==> src/rtl/cmplog_pkg.sv <==
`timescale 1ns / 1ps
// ----------------------------------------------------------------------------
// cmplog_pkg
// Shared types, constants and helper functions of the comparison operand
// logger: stream field layout, header entry format and operand sizing.
// ----------------------------------------------------------------------------
package cmplog_pkg;

    // Default table geometry (both must be powers of two)
    localparam int KEYS_DEF  = 1024;
    localparam int SLOTS_DEF = 32;

    // Fixed field widths
    localparam int ADDR_W    = 64;
    localparam int CODE_W    = 2;
    localparam int VAL_W     = 64;
    localparam int KEY_W     = 10;
    localparam int SLOT_W    = 5;
    localparam int HITS_W    = 32;
    localparam int SHAPE_W   = 3;

    // Key hash shift amounts
    localparam int HASH_SHR  = 4;
    localparam int HASH_SHL  = 8;

    // Stream payload widths (packed fields rounded up to whole bytes)
    localparam int IN_BITS   = ADDR_W + CODE_W + 2 * VAL_W + KEY_W + SLOT_W;
    localparam int IN_DATA_W = ((IN_BITS + 7) / 8) * 8;
    localparam int OUT_BITS  = KEY_W + HITS_W + SLOT_W + SHAPE_W + 1 + 2 * VAL_W;
    localparam int OUT_DATA_W = ((OUT_BITS + 7) / 8) * 8;

    // APB register map
    localparam int CFG_ADDR_W = 3;
    localparam int CFG_DATA_W = 32;
    localparam logic REG_LOG_ENABLE = 1'b0;   // word index of log_enable

    // Item action codes
    localparam logic ACT_RECORD = 1'b0;
    localparam logic ACT_READ   = 1'b1;

    // Entry kind codes
    localparam logic KIND_NONE  = 1'b0;
    localparam logic KIND_INSN  = 1'b1;

    // Operand size codes
    localparam logic [CODE_W-1:0] SIZE_1B = 2'd0;
    localparam logic [CODE_W-1:0] SIZE_2B = 2'd1;
    localparam logic [CODE_W-1:0] SIZE_4B = 2'd2;
    localparam logic [CODE_W-1:0] SIZE_8B = 2'd3;

    // Header entry held per key
    typedef struct packed {
        logic               kind;
        logic [SHAPE_W-1:0] shape;
        logic [HITS_W-1:0]  hits;
    } hdr_t;

    localparam int HDR_W = $bits(hdr_t);

    // Engine control state
    typedef enum logic [1:0] {
        ST_CLEAR,
        ST_IDLE,
        ST_LOOK
    } eng_state_t;

    // Engine status seen by the top level
    typedef struct packed {
        logic clearing;
        logic busy;
    } eng_status_t;

    // Size in bytes minus one
    function automatic logic [SHAPE_W-1:0] shape_of(input logic [CODE_W-1:0] code);
        logic [SHAPE_W-1:0] s;
        begin
            case (code)
                SIZE_1B: s = 3'd0;
                SIZE_2B: s = 3'd1;
                SIZE_4B: s = 3'd3;
                SIZE_8B: s = 3'd7;
                default: s = 3'd0;
            endcase
            return s;
        end
    endfunction

    // Cut an operand to its size
    function automatic logic [VAL_W-1:0] size_cut(input logic [CODE_W-1:0] code,
                                                 input logic [VAL_W-1:0]  v);
        logic [VAL_W-1:0] r;
        begin
            case (code)
                SIZE_1B: r = {56'd0, v[7:0]};
                SIZE_2B: r = {48'd0, v[15:0]};
                SIZE_4B: r = {32'd0, v[31:0]};
                SIZE_8B: r = v;
                default: r = v;
            endcase
            return r;
        end
    endfunction

endpackage

==> src/rtl/cmplog_engine.sv <==
`timescale 1ns / 1ps
// ----------------------------------------------------------------------------
// cmplog_engine
// Control and datapath: header clearing pass, key hashing, header
// read-modify-write, operand log access and the output register.
// ----------------------------------------------------------------------------
module cmplog_engine
    import cmplog_pkg::*;
#(
    parameter int KEYS  = KEYS_DEF,
    parameter int SLOTS = SLOTS_DEF
) (
    input  logic                                      clk,
    input  logic                                      rst_n,
    input  logic                                      log_enable,
    // input stream
    input  logic                                      s_tvalid,
    output logic                                      s_tready,
    input  logic [IN_DATA_W-1:0]                      s_tdata,
    input  logic                                      s_tuser,
    // output stream
    output logic                                      m_tvalid,
    input  logic                                      m_tready,
    output logic [OUT_DATA_W-1:0]                     m_tdata,
    output logic                                      m_tuser,
    // header memory
    output logic                                      hdr_we,
    output logic [$clog2(KEYS)-1:0]                   hdr_waddr,
    output hdr_t                                      hdr_wdata,
    output logic                                      hdr_re,
    output logic [$clog2(KEYS)-1:0]                   hdr_raddr,
    input  hdr_t                                      hdr_rdata,
    // operand log memory
    output logic                                      log_we,
    output logic [$clog2(KEYS)+$clog2(SLOTS)-1:0]     log_waddr,
    output logic [2*VAL_W-1:0]                        log_wdata,
    output logic                                      log_re,
    output logic [$clog2(KEYS)+$clog2(SLOTS)-1:0]     log_raddr,
    input  logic [2*VAL_W-1:0]                        log_rdata,
    // status
    output eng_status_t                               status
);

    localparam int KW = $clog2(KEYS);
    localparam int SW = $clog2(SLOTS);

    // Unpacked input fields
    logic [ADDR_W-1:0] in_site;
    logic [CODE_W-1:0] in_code;
    logic [VAL_W-1:0]  in_opa;
    logic [VAL_W-1:0]  in_opb;
    logic [KEY_W-1:0]  in_rkey;
    logic [SLOT_W-1:0] in_rslot;
    logic [ADDR_W-1:0] hash_word;
    logic [KW-1:0]     hash_key;
    logic [KW-1:0]     rd_key;
    logic [SW-1:0]     rd_slot;
    logic              s_fire;
    logic              out_free;

    // Registers
    eng_state_t           state_reg, state_next;
    logic [KW-1:0]        clr_addr_reg, clr_addr_next;
    logic                 act_reg, act_next;
    logic [KW-1:0]        key_reg, key_next;
    logic [SW-1:0]        slot_reg, slot_next;
    logic [CODE_W-1:0]    code_reg, code_next;
    logic [VAL_W-1:0]     opa_reg, opa_next;
    logic [VAL_W-1:0]     opb_reg, opb_next;
    logic                 m_tvalid_reg, m_tvalid_next;
    logic [OUT_DATA_W-1:0] m_tdata_reg, m_tdata_next;
    logic                 m_tuser_reg, m_tuser_next;

    // Result fields under construction
    logic [SW-1:0]        rec_slot;
    logic [SHAPE_W-1:0]   rec_shape;
    logic                 r_done;
    logic [KEY_W-1:0]     r_key;
    logic [HITS_W-1:0]    r_hits;
    logic [SLOT_W-1:0]    r_slot;
    logic [SHAPE_W-1:0]   r_shape;
    logic                 r_kind;
    logic [VAL_W-1:0]     r_va;
    logic [VAL_W-1:0]     r_vb;

    // Split input payload
    assign in_site  = s_tdata[63:0];
    assign in_code  = s_tdata[65:64];
    assign in_opa   = s_tdata[129:66];
    assign in_opb   = s_tdata[193:130];
    assign in_rkey  = s_tdata[203:194];
    assign in_rslot = s_tdata[208:204];

    // Key hash and reduced read indexes
    assign hash_word = (in_site >> HASH_SHR) ^ (in_site << HASH_SHL);
    assign hash_key  = hash_word[KW-1:0];
    assign rd_key    = KW'(in_rkey);
    assign rd_slot   = SW'(in_rslot);

    assign s_tready = (state_reg == ST_IDLE);
    assign s_fire   = s_tvalid && s_tready;
    assign out_free = !m_tvalid_reg || m_tready;

    // Record slot follows from the header just read, shape from the size code
    assign rec_slot  = hdr_rdata.hits[SW-1:0];
    assign rec_shape = shape_of(code_reg);

    // Next state, memory accesses and result
    always_comb
    begin
        state_next    = state_reg;
        clr_addr_next = clr_addr_reg;
        act_next      = act_reg;
        key_next      = key_reg;
        slot_next     = slot_reg;
        code_next     = code_reg;
        opa_next      = opa_reg;
        opb_next      = opb_reg;
        m_tvalid_next = m_tvalid_reg && !m_tready;
        m_tdata_next  = m_tdata_reg;
        m_tuser_next  = m_tuser_reg;

        hdr_we    = 1'b0;
        hdr_waddr = key_reg;
        hdr_wdata = '0;
        hdr_re    = 1'b0;
        hdr_raddr = hash_key;
        log_we    = 1'b0;
        log_waddr = {key_reg, rec_slot};
        log_wdata = {size_cut(code_reg, opb_reg), size_cut(code_reg, opa_reg)};
        log_re    = 1'b0;
        log_raddr = {rd_key, rd_slot};

        r_done  = 1'b0;
        r_key   = '0;
        r_hits  = '0;
        r_slot  = '0;
        r_shape = '0;
        r_kind  = KIND_NONE;
        r_va    = '0;
        r_vb    = '0;

        case (state_reg)
            ST_CLEAR:
            begin
                // Zero one header entry per cycle
                hdr_we        = 1'b1;
                hdr_waddr     = clr_addr_reg;
                clr_addr_next = KW'(clr_addr_reg + 1'b1);
                if (clr_addr_reg == KW'(KEYS - 1))
                begin
                    state_next = ST_IDLE;
                end
            end

            ST_IDLE:
            begin
                // Take an item and issue the reads
                if (s_fire)
                begin
                    act_next  = s_tuser;
                    code_next = in_code;
                    opa_next  = in_opa;
                    opb_next  = in_opb;
                    slot_next = rd_slot;
                    hdr_re    = 1'b1;
                    if (s_tuser == ACT_READ)
                    begin
                        hdr_raddr = rd_key;
                        key_next  = rd_key;
                        log_re    = 1'b1;
                    end
                    else
                    begin
                        key_next  = hash_key;
                    end
                    state_next = ST_LOOK;
                end
            end

            ST_LOOK:
            begin
                // Hold read data until the output register is free
                if (out_free)
                begin
                    if (act_reg == ACT_READ)
                    begin
                        r_done  = 1'b1;
                        r_key   = KEY_W'(key_reg);
                        r_hits  = hdr_rdata.hits;
                        r_slot  = SLOT_W'(slot_reg);
                        r_shape = hdr_rdata.shape;
                        r_kind  = hdr_rdata.kind;
                        r_va    = log_rdata[VAL_W-1:0];
                        r_vb    = log_rdata[2*VAL_W-1:VAL_W];
                    end
                    else if (log_enable)
                    begin
                        // Write back header and store operand pair
                        hdr_we          = 1'b1;
                        hdr_wdata.kind  = KIND_INSN;
                        hdr_wdata.shape = rec_shape;
                        hdr_wdata.hits  = HITS_W'(hdr_rdata.hits + 1'b1);
                        log_we          = 1'b1;
                        r_done  = 1'b1;
                        r_key   = KEY_W'(key_reg);
                        r_hits  = hdr_rdata.hits;
                        r_slot  = SLOT_W'(rec_slot);
                        r_shape = rec_shape;
                        r_kind  = KIND_INSN;
                    end
                    m_tvalid_next = 1'b1;
                    m_tuser_next  = r_done;
                    m_tdata_next  = {{(OUT_DATA_W-OUT_BITS){1'b0}},
                                     r_vb, r_va, r_kind, r_shape, r_slot, r_hits, r_key};
                    state_next    = ST_IDLE;
                end
            end

            default:
            begin
                state_next = ST_IDLE;
            end
        endcase
    end

    // Control registers
    always_ff @(posedge clk or negedge rst_n)
    begin
        if (!rst_n)
        begin
            state_reg    <= ST_CLEAR;
            clr_addr_reg <= '0;
            m_tvalid_reg <= 1'b0;
        end
        else
        begin
            state_reg    <= state_next;
            clr_addr_reg <= clr_addr_next;
            m_tvalid_reg <= m_tvalid_next;
        end
    end

    // Payload registers
    always_ff @(posedge clk)
    begin
        act_reg     <= act_next;
        key_reg     <= key_next;
        slot_reg    <= slot_next;
        code_reg    <= code_next;
        opa_reg     <= opa_next;
        opb_reg     <= opb_next;
        m_tdata_reg <= m_tdata_next;
        m_tuser_reg <= m_tuser_next;
    end

    assign m_tvalid        = m_tvalid_reg;
    assign m_tdata         = m_tdata_reg;
    assign m_tuser         = m_tuser_reg;
    assign status.clearing = (state_reg == ST_CLEAR);
    assign status.busy     = (state_reg == ST_LOOK);

endmodule
==> config.mk <==
export PLATFORM = sky130hd
export DESIGN_NAME = cmplog_engine
export DESIGN_NICKNAME = d
export VERILOG_FILES = /design/src/rtl/cmplog_pkg.sv /design/src/rtl/cmplog_engine.sv
export SDC_FILE = /design/constraint.sdc
export NUM_CORES = 1
export LEC_CHECK = 0
export BUFFER_PORTS_ARGS = -buffer_cell sky130_fd_sc_hd__clkbuf_2
export CAP_MARGIN = 10
export CORE_AREA = 2 2 311 313
export DETAILED_ROUTE_END_ITERATION = 12
export DIE_AREA = 0 0 313 315
export HOLD_SLACK_MARGIN = 0.02
export PLACE_DENSITY = 0.31
export SLEW_MARGIN = 20
export SYNTH_ARGS = -nofsm -noshare
export SYNTH_HDL_FRONTEND = slang
export SYNTH_SLANG_ARGS = --single-unit
==> constraint.sdc <==
create_clock -name clk -period 13.75 [get_ports clk]
set_input_delay 1.375 -clock clk [delete_from_list [all_inputs] [get_ports clk]]
set_output_delay 1.375 -clock clk [all_outputs]
set_load 0.005 [all_outputs]
# Word-level counts from Yosys, hierarchy flattened
# Cells that the tools add are included.
[totals] register_bits=339 latch_bits=0 ramBits=0 rom_bits=0 input_bits=386 word_cells=70 n_memories=0
[op_classes] add_sub_neg=2 n_mul=0 div_mod_pow=0 n_lt_le_gt_ge=0 n_eq_ne=9 n_shift=0 muxes=36 n_bitwise=1 reduce_logical=10
[op_table] operator="$pmux 64 s4" count=2
[op_table] operator="$mux 36" count=4
[op_table] operator="$mux 32" count=2
[op_table] operator="$mux 10" count=6
[op_table] operator="$add 32x1->32 const B" count=1
[op_table] operator="$mux 1" count=12
[op_table] operator="$pmux 3 s4" count=1
[op_table] operator="$add 10x1->10 const B" count=1
[op_table] operator="$eq 10x10->1 const B" count=1
[op_table] operator="$mux 5" count=2
[op_table] operator="$xor 10x10->10" count=1
[op_table] operator="$eq 2x2->1 const B" count=3
[op_table] operator="$mux 2" count=3
[op_table] operator="$mux 3" count=2
[op_table] operator="$ne 2x1->1 const B" count=3
[op_table] operator="$pmux 2 s3" count=1
[op_table] operator="$eq 2x1->1 const B" count=2
[op_table] operator="$logic_not 2->1" count=2
[op_table] operator="$reduce_and 2->1" count=2
[op_table] operator="$reduce_and 3->1" count=1
[op_table] operator="$logic_and 1x1->1" count=2
[op_table] operator="$logic_not 1->1" count=2
[op_table] operator="$pmux 1 s2" count=1
[op_table] operator="$logic_or 1x1->1" count=1

# Longest topological paths before layout
# Gate-level depths: netlist of run 1.
[logic_depth] ltp_word=6 depth_mapped=6 mapped_depth_nobuf=5

# Least setup slack after synthesis of run 1
# OpenSTA, ideal clock, no wires.
[synth_timing] kind="input -> register" start="input port m_tready" end="register m_tdata_reg[0], in the netlist m_tdata[0] (enable)" setup_time_ps=726 arrival_time_ps=8939 slack_ps=4085 stages=2 cell_sequence="nor2b_1 > nor2_1"
[synth_between] elab_chain_len=2
[synth_lines] element="start: declaration" line="cmplog_engine.sv:23" source="input logic m_tready,"
[synth_lines] element="$logic_or 1x1->1" line="cmplog_engine.sv:102" source="assign out_free = !m_tvalid_reg || m_tready;"
[synth_lines] element="$reduce_and 2->1 (no line)"
[synth_lines] element="end signal: assignment" line="cmplog_engine.sv:253" source="m_tdata_reg <= m_tdata_next;"
[synth_lines] element="end: declaration" line="cmplog_engine.sv:71" source="logic [OUT_DATA_W-1:0] m_tdata_reg, m_tdata_next;"
# Every way passes these cells.
# A chain may end at the register's enable or synchronous reset.

==> results.sh, run 1 <==
export IMPL_arrival_ns=3.66
export IMPL_period_needed_ns=5.038
export IMPL_muxShareOfSynthArea_pct=1.861
export IMPL_yosysWarnings=0
export IMPL_synth_avg_cell_area_um2=14.45
export IMPL_start_util_pct=14.54
export IMPL_final_cell_mix="clkbuf_2 (728), edfxtp_1 (326), and2_1 (162)"
export IMPL_cellLeakagePower_nw=8.211
export IMPL_synth_seq_cells=339
export IMPL_antenna_found_initial=6
export IMPL_clk_pin_slew_ns=0.05
export IMPL_clk_path_buf_depth=3
export IMPL_ctsResizeCount=0
export IMPL_coreArea_um2=95710
export IMPL_tns_ns=0
export IMPL_holdWs_ns=0.5006
export IMPL_grt_pass1_wl_um=77700
export IMPL_io_buffers=728
export IMPL_layout_commonest_cell="clkbuf_2"
export IMPL_grt_use_total_pct=10.85
export IMPL_viasPerCell=3.515
export IMPL_fp_dieH_um=315
export IMPL_grt_max_degree=95
export IMPL_nNetsFinal=2052
export IMPL_syn2layout_area_growth_pct=44.43
export IMPL_critical_path_slowest_cell="or4_4"
export IMPL_gr_total_overflow=0
export IMPL_path_common_cell="clkbuf_2"
export IMPL_drc_errors=0
export IMPL_worstPathMaxFanout=12
export IMPL_postRouteAntennaNets=0
export IMPL_vias=10440
export IMPL_ys_seq_area_share_pct=72.68
export IMPL_fin_ws_ns=8.712
export IMPL_finalWeightedCongestion=0.7705
export IMPL_slew_violations=0
export IMPL_max_stage_delay_ns=0.63
export IMPL_synth_compound_area_share_pct=2.131
export IMPL_root_buffer="clkbuf_16"
export IMPL_worst_pin_slew_ns=1.029
export IMPL_power_density_nw_per_um2=114.7
export IMPL_die_w_um=313
export IMPL_crit_chain="clkbuf_2 > ha_1 > nand3_1 > or4_4 > or4_1 > a21oi_1 > clkbuf_2"
export IMPL_ir_worst_vdd_v=0.00007382
export IMPL_synth_edf_count=326
export IMPL_crit_type="input port to primary output"
export IMPL_cts_tree="yes"
export IMPL_startpoint_type="input port"
export IMPL_cts_num_sinks=339
export IMPL_synth_cell_types=35
export IMPL_drt_iter0_drc=559
export IMPL_hp_class="flip-flop to flip-flop"
export IMPL_largest_reg_flops=179
export IMPL_netlist_area_um2=13920
export IMPL_postCtsHoldBufs=0
export IMPL_async_flop_share_pct=3.835
export IMPL_cp_end_kind="primary output"
export IMPL_final_hold_viol_count=0
export IMPL_synthFlopType="edfxtp_1"
export IMPL_dp_hpwl_um=42120
export IMPL_wl_per_cell_um=18.70
export IMPL_worst_path_buf_inv=2
export IMPL_synth_top_family_by_area="simple AND/OR/NAND/NOR gates"
export IMPL_htree_num_levels=2
export IMPL_synthAdderAreaFrac_pct=0.1798
export IMPL_fp_row_count=114
export IMPL_cts_setup_buffers=0
export IMPL_first_pass_iters=4
export IMPL_required_ns=12.38
export IMPL_setup_viol=0
export IMPL_max_slew_margin_pct=30.66
export IMPL_skew_ns=0.01089
export IMPL_synth_xor_area_share_pct=1.259
export IMPL_outcome="finished clean"
export IMPL_synthCells=963
export IMPL_drive_gt1_share_pct=48.91
export IMPL_yosys_area_share_simple_pct=17.92
export IMPL_post_route_period_util_pct=36.64
export IMPL_io_pins=793
export IMPL_place_worst_setup_slack_ns=8.695
export IMPL_wirelength_um=55530
export IMPL_cts_buffers=44
export IMPL_crit_family="simple AND/OR/NAND/NOR gates"
export IMPL_power_mw=2.304
export IMPL_clk_latency_ns=0.58
export IMPL_fmax_ghz=0.1985
export IMPL_dieArea_um2=98600
export IMPL_rsz0062_at_grt="false"
export IMPL_grt_pass1_vias=10930
export IMPL_drv_cap=0
cells by family (layout without fill, tap and decap cells):
family	count (synthesis)	in the layout
simple gates	425	425
mux	23	23
fa+ha+maj	2	2
xor+xnor	20	20
compound gates	50	50
other cells	1	6
flops	339	339
buf+inv	103	829
power by group:
part | switching, mW | internal (mW)
clock network | 0.457 | 0.630
registers | 0.00000000000000000829 | 1.13
logic | 0.0402 | 0.0493
total | 0.497 | 1.81
synthesized netlist by cell type, drive strengths merged, types with 9 or more instances:
master	instances	share of area (%)
a21oi	18	0.65
and2	162	7.3
and3	67	3.0
buf	46	2.4
clkbuf	45	1.2
dfrtp	13	2.3
edfxtp	326	70
inv	12	0.32
mux2	23	1.9
nand2	56	1.5
nand3	12	0.43
nor2	27	0.73
nor2b	55	2.5
o21ai	16	0.58
or3	9	0.40
or4	17	0.97
xnor2	12	0.76
metrics by stage:
step	cells	area [µm²]	utilization, %
final	2970	20100	21.00
after global routing	2970	20100	21.00
after CTS	2969	20100	21.00
after detailed placement	2894	18790	19.64
after global placement	2894	18790	19.64
after floorplan	967	13930	-
layer usage:
layer  GRT usage, %  part of all wire [%]
met5              0                 0.034
met4          2.860                   2.0
met2          18.27                    48
met1          12.47                    40
met3          4.835                    10
final timing paths:
path                                 start  slack [ns]  depth (start not counted)               to
max                           hdr_rdata[1]        8.71                          7    hdr_wdata[26]
min                        clr_addr_reg[8]        0.50                          1  clr_addr_reg[8]
max reg2reg                   state_reg[1]        9.50                          5     m_tdata[161]
min reg2reg                clr_addr_reg[8]        0.50                          1  clr_addr_reg[8]
max in group asynchronous            rst_n       12.78                          1  clr_addr_reg[6]
min in group asynchronous            rst_n        0.70                          1  clr_addr_reg[4]
area by class of cell:
cell class	count	area, µm²
antenna	1	2.502
clock buffer	56	1167
clock inverter	19	133.9
fill	10520	75610
inverter	12	50.05
multi-input combinational	525	3284
sequential	339	10110
tap	1276	1597
timing repair buffer	742	3749
Note: power is estimated with default switching activity, not from simulation.
==> inputs of run 2 (changes only) <==
- ABC_AREA: not set -> 1
- CORE_AREA: 2 2 311 313 -> 2 2 305 307
- DIE_AREA: 0 0 313 315 -> 0 0 307 309
- PLACE_DENSITY: 0.31 -> 0.34
- clock period: 13.75 -> 4.6 ns (I/O delays scaled with it)
==> run 2 against run 1 <==
Critical endpoint unchanged; clock-buffer cell count down 7; combinational power rose to 23 times the previous value; die area down 3.8%; first-iteration DRC count up 33%; global-route usage up 0.89 points; core utilization up 3.1 points; synthesized area up 3.9%; clock skew up 0.0086 ns; worst setup slack worse by 7.6 ns; cell area up 9.5%; hold slack worse by 0.42 ns; non-clock buffer count up 127.
==> results.sh, run 2 <==
export IMPL_outcome="finished clean"
export IMPL_synth_seq_cells=339
export IMPL_drv_cap=0
export IMPL_nNetsFinal=2608
export IMPL_fin_area_um2=22000
export IMPL_power_mw=9.942
export IMPL_power_density_nw_per_um2=451.9
export IMPL_fp_dieH_um=309
export IMPL_hp_class="input port to flip-flop"
export IMPL_synth_commonest_cells="edfxtp_1 (326), inv_1 (321), nand2_1 (312), nor2_1 (208), o21ai_0 (49)"
export IMPL_drive_gt1_share_pct=36.46
export IMPL_yosys_cell_count_top_type="edfxtp_1"
export IMPL_finalWeightedCongestion=0.8068
export IMPL_final_util_pct=24.08
export IMPL_required_ns=4.14
export IMPL_layout_commonest_cell="clkbuf_2"
export IMPL_period_needed_ns=3.465
export IMPL_dp_hpwl_um=44320
export IMPL_final_hold_viol_count=0
export IMPL_final_cell_mix="clkbuf_2 (728), edfxtp_1 (326), inv_1 (321)"
export IMPL_grt_use_total_pct=11.73
export IMPL_drc_errors=0
export IMPL_synth_area_leader_cell="edfxtp_1"
export IMPL_io_buffers=728
export IMPL_worst_pin_slew_ns=1.070
export IMPL_fmax_ghz=0.2886
export IMPL_place_worst_setup_slack_ns=1.498
export IMPL_gr_total_overflow=0
export IMPL_start_util_pct=15.83
export IMPL_root_buffer="clkbuf_16"
export IMPL_grt_pass1_vias=12710
export IMPL_cellLeakagePower_nw=10.87
export IMPL_vias=12310
export IMPL_postRouteAntennaNets=0
export IMPL_yosysTopAreaCellShare_pct=67.68
export IMPL_ys_seq_area_share_pct=69.93
export IMPL_coreArea_um2=91390
export IMPL_nFillCells=9976
export IMPL_finalNonFillerCells=3441
export IMPL_wirelength_um=58210
export IMPL_wl_per_cell_um=16.92
export IMPL_synth_cell_types=31
export IMPL_cts_num_sinks=339
export IMPL_yosysWarnings=0
export IMPL_viasPerCell=3.578
export IMPL_tns_ns=0
export IMPL_ir_worst_vdd_v=0.0003005
export IMPL_cp_end_kind="primary output"
export IMPL_cts_buffers=45
export IMPL_fin_ws_ns=1.135
export IMPL_holdWs_ns=0.08449
export IMPL_drt_iter0_drc=742
export IMPL_grt_pass1_wl_um=82320
export IMPL_clk_latency_ns=0.60
export IMPL_async_flop_share_pct=3.835
export IMPL_multi_input_area_um2=2689
export IMPL_htree_num_levels=2
export IMPL_slew_violations=0
export IMPL_synthFlopType="edfxtp_1"
export IMPL_post_route_period_util_pct=75.32
export IMPL_postPlaceCellArea_um2=19250
export IMPL_largest_reg_flops=179
export IMPL_netlist_area_um2=14460
export IMPL_startpoint_type="flip-flop"
export IMPL_rsz0062_at_grt="false"
export IMPL_setup_viol=0
export IMPL_reg2reg_slack_ns=2.13
export IMPL_first_pass_iters=5
export IMPL_worstPathMaxFanout=16
export IMPL_skew_ns=0.01953
export IMPL_syn2layout_area_growth_pct=52.11
export IMPL_grt_max_degree=169
export IMPL_register_area_um2=10110
export IMPL_dp_cells=3228
export IMPL_antenna_found_initial=6
export IMPL_synthTopCellsByArea="edfxtp_1 (68%), inv_1 (8.3%), nand2_1 (8.1%)"
export IMPL_fp_row_count=111
export IMPL_die_w_um=307
export IMPL_max_slew_margin_pct=28.68
export IMPL_arrival_ns=3.00
export IMPL_clk_path_buf_depth=3
export IMPL_io_pins=793
export IMPL_crit_type="flip-flop to primary output"
export IMPL_dieArea_um2=94860
export IMPL_synthCells=1380
export IMPL_clk_pin_slew_ns=0.06
export IMPL_synth_avg_cell_area_um2=10.48
export IMPL_synth_edf_count=326
export IMPL_cts_tree="yes"
export IMPL_cts_setup_buffers=0
run 2: layout make-up:
class | instances | area share [%]
timing repair buffer | 869 | 22.98
clock inverter | 30 | 1.217
tap | 1186 | 6.745
multi-input combinational | 641 | 12.22
antenna | 3 | 0.03412
clock buffer | 49 | 5.283
inverter | 324 | 5.550
sequential | 339 | 45.97
run 2: routing by layer:
metal | vias to the layer above | share of wire [%] | track usage [%]
met5 | - | 0.019 | 0
met4 | 2 | 2.0 | 3.108
met3 | 70 | 10 | 4.899
met2 | 555 | 48 | 19.97
met1 | 5762 | 40 | 13.55
li1 | 5923 | - | -
run 2: cells by family (layout without fill, tap and decap cells):
group | count (synthesis) | after routing | synth area share [%]
fa+ha+maj | 2 | 2 | 0.1730
buf+inv | 404 | 1272 | 11.72
xor+xnor | 9 | 9 | 0.5450
flops | 339 | 339 | 69.93
other cells | 1 | 8 | 0.02593
compound gates | 71 | 71 | 2.595
simple gates | 554 | 554 | 15.01
run 2: power breakdown:
part / internal (mW) / switching (mW)
registers: 4.14 / 0.185
logic: 0.734 / 1.37
clock network: 2.04 / 1.47
total: 6.92 / 3.02
run 2: what timing repair did:
| action | in CTS | in global routing |
|---|---|---|
| hold buffers | 131 | 0 |
| resized for setup | 0 | 0 |
| endpoints found under the hold margin | 143 | 0 |
run 2: worst max-delay path: stages, from the launching register on:
cell,delay (ns)
edfxtp_1,0.40
inv_2,0.09
nand2_2,0.26
nor3_4,0.87
buf_4,0.35
nand2_1,0.09
nor2_1,0.17
clkbuf_2,0.18
run 2: worst paths after layout:
check | cells past startpoint | start | endpoint
max reg2reg | 4 | state_reg[1] | opb_reg[58]
max in group asynchronous | 2 | rst_n | clr_addr_reg[7]
max | 7 | act_reg | hdr_wdata[26]
min | 1 | s_tdata[208] | slot_reg[4]
min in group asynchronous | 2 | rst_n | state_reg[0]
min reg2reg | 1 | clr_addr_reg[8] | clr_addr_reg[8]
==> inputs of run 3 (changes only) <==
- clock period: 4.6 -> 3.15 ns (I/O delays scaled with it)
==> run 3 against run 2 <==
Routed wire length rose by 2.6%; register-to-register slack lost 1.0 ns; sequential share of layout area shrank 2.9 points; non-clock buffer count is 142 higher; global-route usage is 0.23 points higher; clock skew up 0.0093 ns; hold slack got worse by 0.023 ns; worst setup slack lost 0.72 ns; sequential power grew 46%; clock power increased by 45%; critical path type unchanged.
==> results.sh, run 3 (same netlist as run 2, synthesis figures left out) <==
export IMPL_outcome="finished clean"
export IMPL_clk_pin_slew_ns=0.06
export IMPL_fmax_ghz=0.3660
export IMPL_worst_path_buf_inv=3
export IMPL_place_worst_setup_slack_ns=0.8984
export IMPL_crit_type="flip-flop to primary output"
export IMPL_power_density_nw_per_um2=626.6
export IMPL_nNetsFinal=2750
export IMPL_fin_ws_ns=0.4180
export IMPL_skew_ns=0.02878
export IMPL_reg2reg_slack_ns=1.09
export IMPL_post_route_period_util_pct=86.73
export IMPL_io_pins=793
export IMPL_r2r_start="state_reg[1]"
export IMPL_fp_dieH_um=309
export IMPL_drc_errors=0
export IMPL_critical_path_slowest_cell="dfrtp_1"
export IMPL_drt_iter0_drc=712
export IMPL_slew_violations=0
export IMPL_crit_chain="inv_2 > nand2_4 > nor2_4 > nand3_2 > buf_4 > a21oi_1 > o21a_1 > clkbuf_2"
export IMPL_startpoint_type="flip-flop"
export IMPL_grt_pass1_vias=13410
export IMPL_die_w_um=307
export IMPL_arrival_ns=2.42
export IMPL_dp_hpwl_um=45380
export IMPL_wl_per_cell_um=16.65
export IMPL_wirelength_um=59700
export IMPL_io_buffers=728
export IMPL_syn2layout_area_growth_pct=62.43
export IMPL_clk_path_buf_depth=3
export IMPL_cts_tree="yes"
export IMPL_cellLeakagePower_nw=11.49
export IMPL_dieArea_um2=94860
export IMPL_ctsResizeCount=0
export IMPL_coreArea_um2=91390
export IMPL_ff2ff_path_depth=4
export IMPL_whs_endpoint="m_tdata[108]"
export IMPL_max_slew_margin_pct=38.95
export IMPL_crit_family="buffers and inverters"
export IMPL_max_stage_delay_ns=0.39
export IMPL_hp_start="log_rdata[57]"
export IMPL_rr_endpoint="opb_reg[8]"
export IMPL_first_pass_iters=4
export IMPL_ir_worst_vdd_v=0.0003581
export IMPL_dp_cells=3235
export IMPL_globalRouteMet2Util_pct=20.61
export IMPL_setup_viol=0
export IMPL_worst_pin_slew_ns=0.9158
export IMPL_period_needed_ns=2.732
export IMPL_clk_latency_ns=0.60
export IMPL_required_ns=2.83
export IMPL_finalWeightedCongestion=0.8187
export IMPL_cts_buffers=45
export IMPL_antenna_found_initial=9
export IMPL_root_buffer="clkbuf_16"
export IMPL_postRouteAntennaNets=0
export IMPL_layout_commonest_cell="clkbuf_2"
export IMPL_hp_class="input port to flip-flop"
export IMPL_finalNonFillerCells=3585
export IMPL_vias=12770
export IMPL_cp_end_kind="primary output"
export IMPL_fp_row_count=111
export IMPL_final_cell_mix="clkbuf_2 (728), edfxtp_1 (326), inv_1 (319)"
export IMPL_gr_total_overflow=0
export IMPL_cts_num_sinks=339
export IMPL_htree_num_levels=2
export IMPL_holdPathStages=3
export IMPL_final_hold_viol_count=0
export IMPL_grt_max_degree=139
export IMPL_rsz0062_at_grt="false"
export IMPL_start_util_pct=15.83
export IMPL_drv_cap=0
export IMPL_grt_pass1_wl_um=83810
export IMPL_worstPathMaxFanout=6
export IMPL_grt_use_met1_pct=13.73
export IMPL_top_usage_layer="met2"
export IMPL_viasPerCell=3.562
export IMPL_largest_reg_flops=179
export IMPL_drive_gt1_share_pct=34.75
export IMPL_grt_use_total_pct=11.96
export IMPL_met3_usage_pct=4.371
## run 3: cell count changes in the layout (fill, tap and decap cells not counted), moves of 3 or more
cell           delta
buf_12            +5
nor2_1            -3
dlygate4sd3_1   +135
clkbuf_1          +3
## run 3: where the power goes
group          switching (mW)  internal [mW]  total (mW)
registers               0.274           6.04        6.31
logic                    2.08           1.24        3.32
clock network            2.09           3.00        5.09
## run 3: per-layer routing
layer  share of wire, %  vias to the layer above
met5              0.039                        -
met1                 40                     5936
met4                2.5                        4
met3                9.4                       82
met2                 48                      538
li1                   -                     6208
## run 3: cell type report
cell class / instances / area, µm²
clock inverter: 27 / 260.3
multi-input combinational: 641 / 2706
sequential: 339 / 10110
timing repair buffer: 1011 / 6521
inverter: 324 / 1221
antenna: 5 / 12.51
clock buffer: 52 / 1174
tap: 1186 / 1484
fill: 9944 / 67890
## run 3: what timing repair did
| action | CTS | global route |
|---|---|---|
| endpoints found under the setup margin | 0 | 0 |
| hold buffers | 266 | 0 |
| endpoints found under the hold margin | 279 | 0 |
| setup buffers | 0 | 0 |
## run 3: how the worst max path moves through the flow
| stage | from | endpoint | depth (start not counted) |
|---|---|---|---|
| global route | state_reg[1] | hdr_raddr[1] | 6 |
| CTS | act_reg | hdr_wdata[12] | 7 |
| detailed placement | hdr_rdata[0] | hdr_wdata[16] | 9 |
| finish | state_reg[0] | hdr_wdata[4] | 8 |
| floorplan | m_tvalid | hdr_wdata[4] | 6 |
| global placement | hdr_rdata[1] | hdr_wdata[16] | 9 |
## run 3: worst register-to-register path: cells and delay by family (launching register included)
| family | cells | cell delay [ns] |
|---|---|---|
| buffers and inverters | 2 | 0.94 |
| flip-flops | 1 | 0.42 |
| AND/OR/NAND/NOR | 2 | 0.37 |
## run 3: through the flow
stage | setup TNS, ns | total power, mW | cell area [µm²] | hold WS (ns) | util, %
2_1_floorplan | -91.88 | 7.713 | 14500 | 0.01941 | -
3_3_place_gp | 0 | 9.587 | 19380 | 0.2592 | 21.21
4_1_cts | 0 | 15.15 | 23480 | 0.02079 | 25.69
6_report | 0 | 14.72 | 23490 | 0.06186 | 25.71
3_5_place_dp | 0 | 9.591 | 19380 | 0.2582 | 21.21
5_1_grt | 0 | 15.60 | 23490 | 0.03588 | 25.70
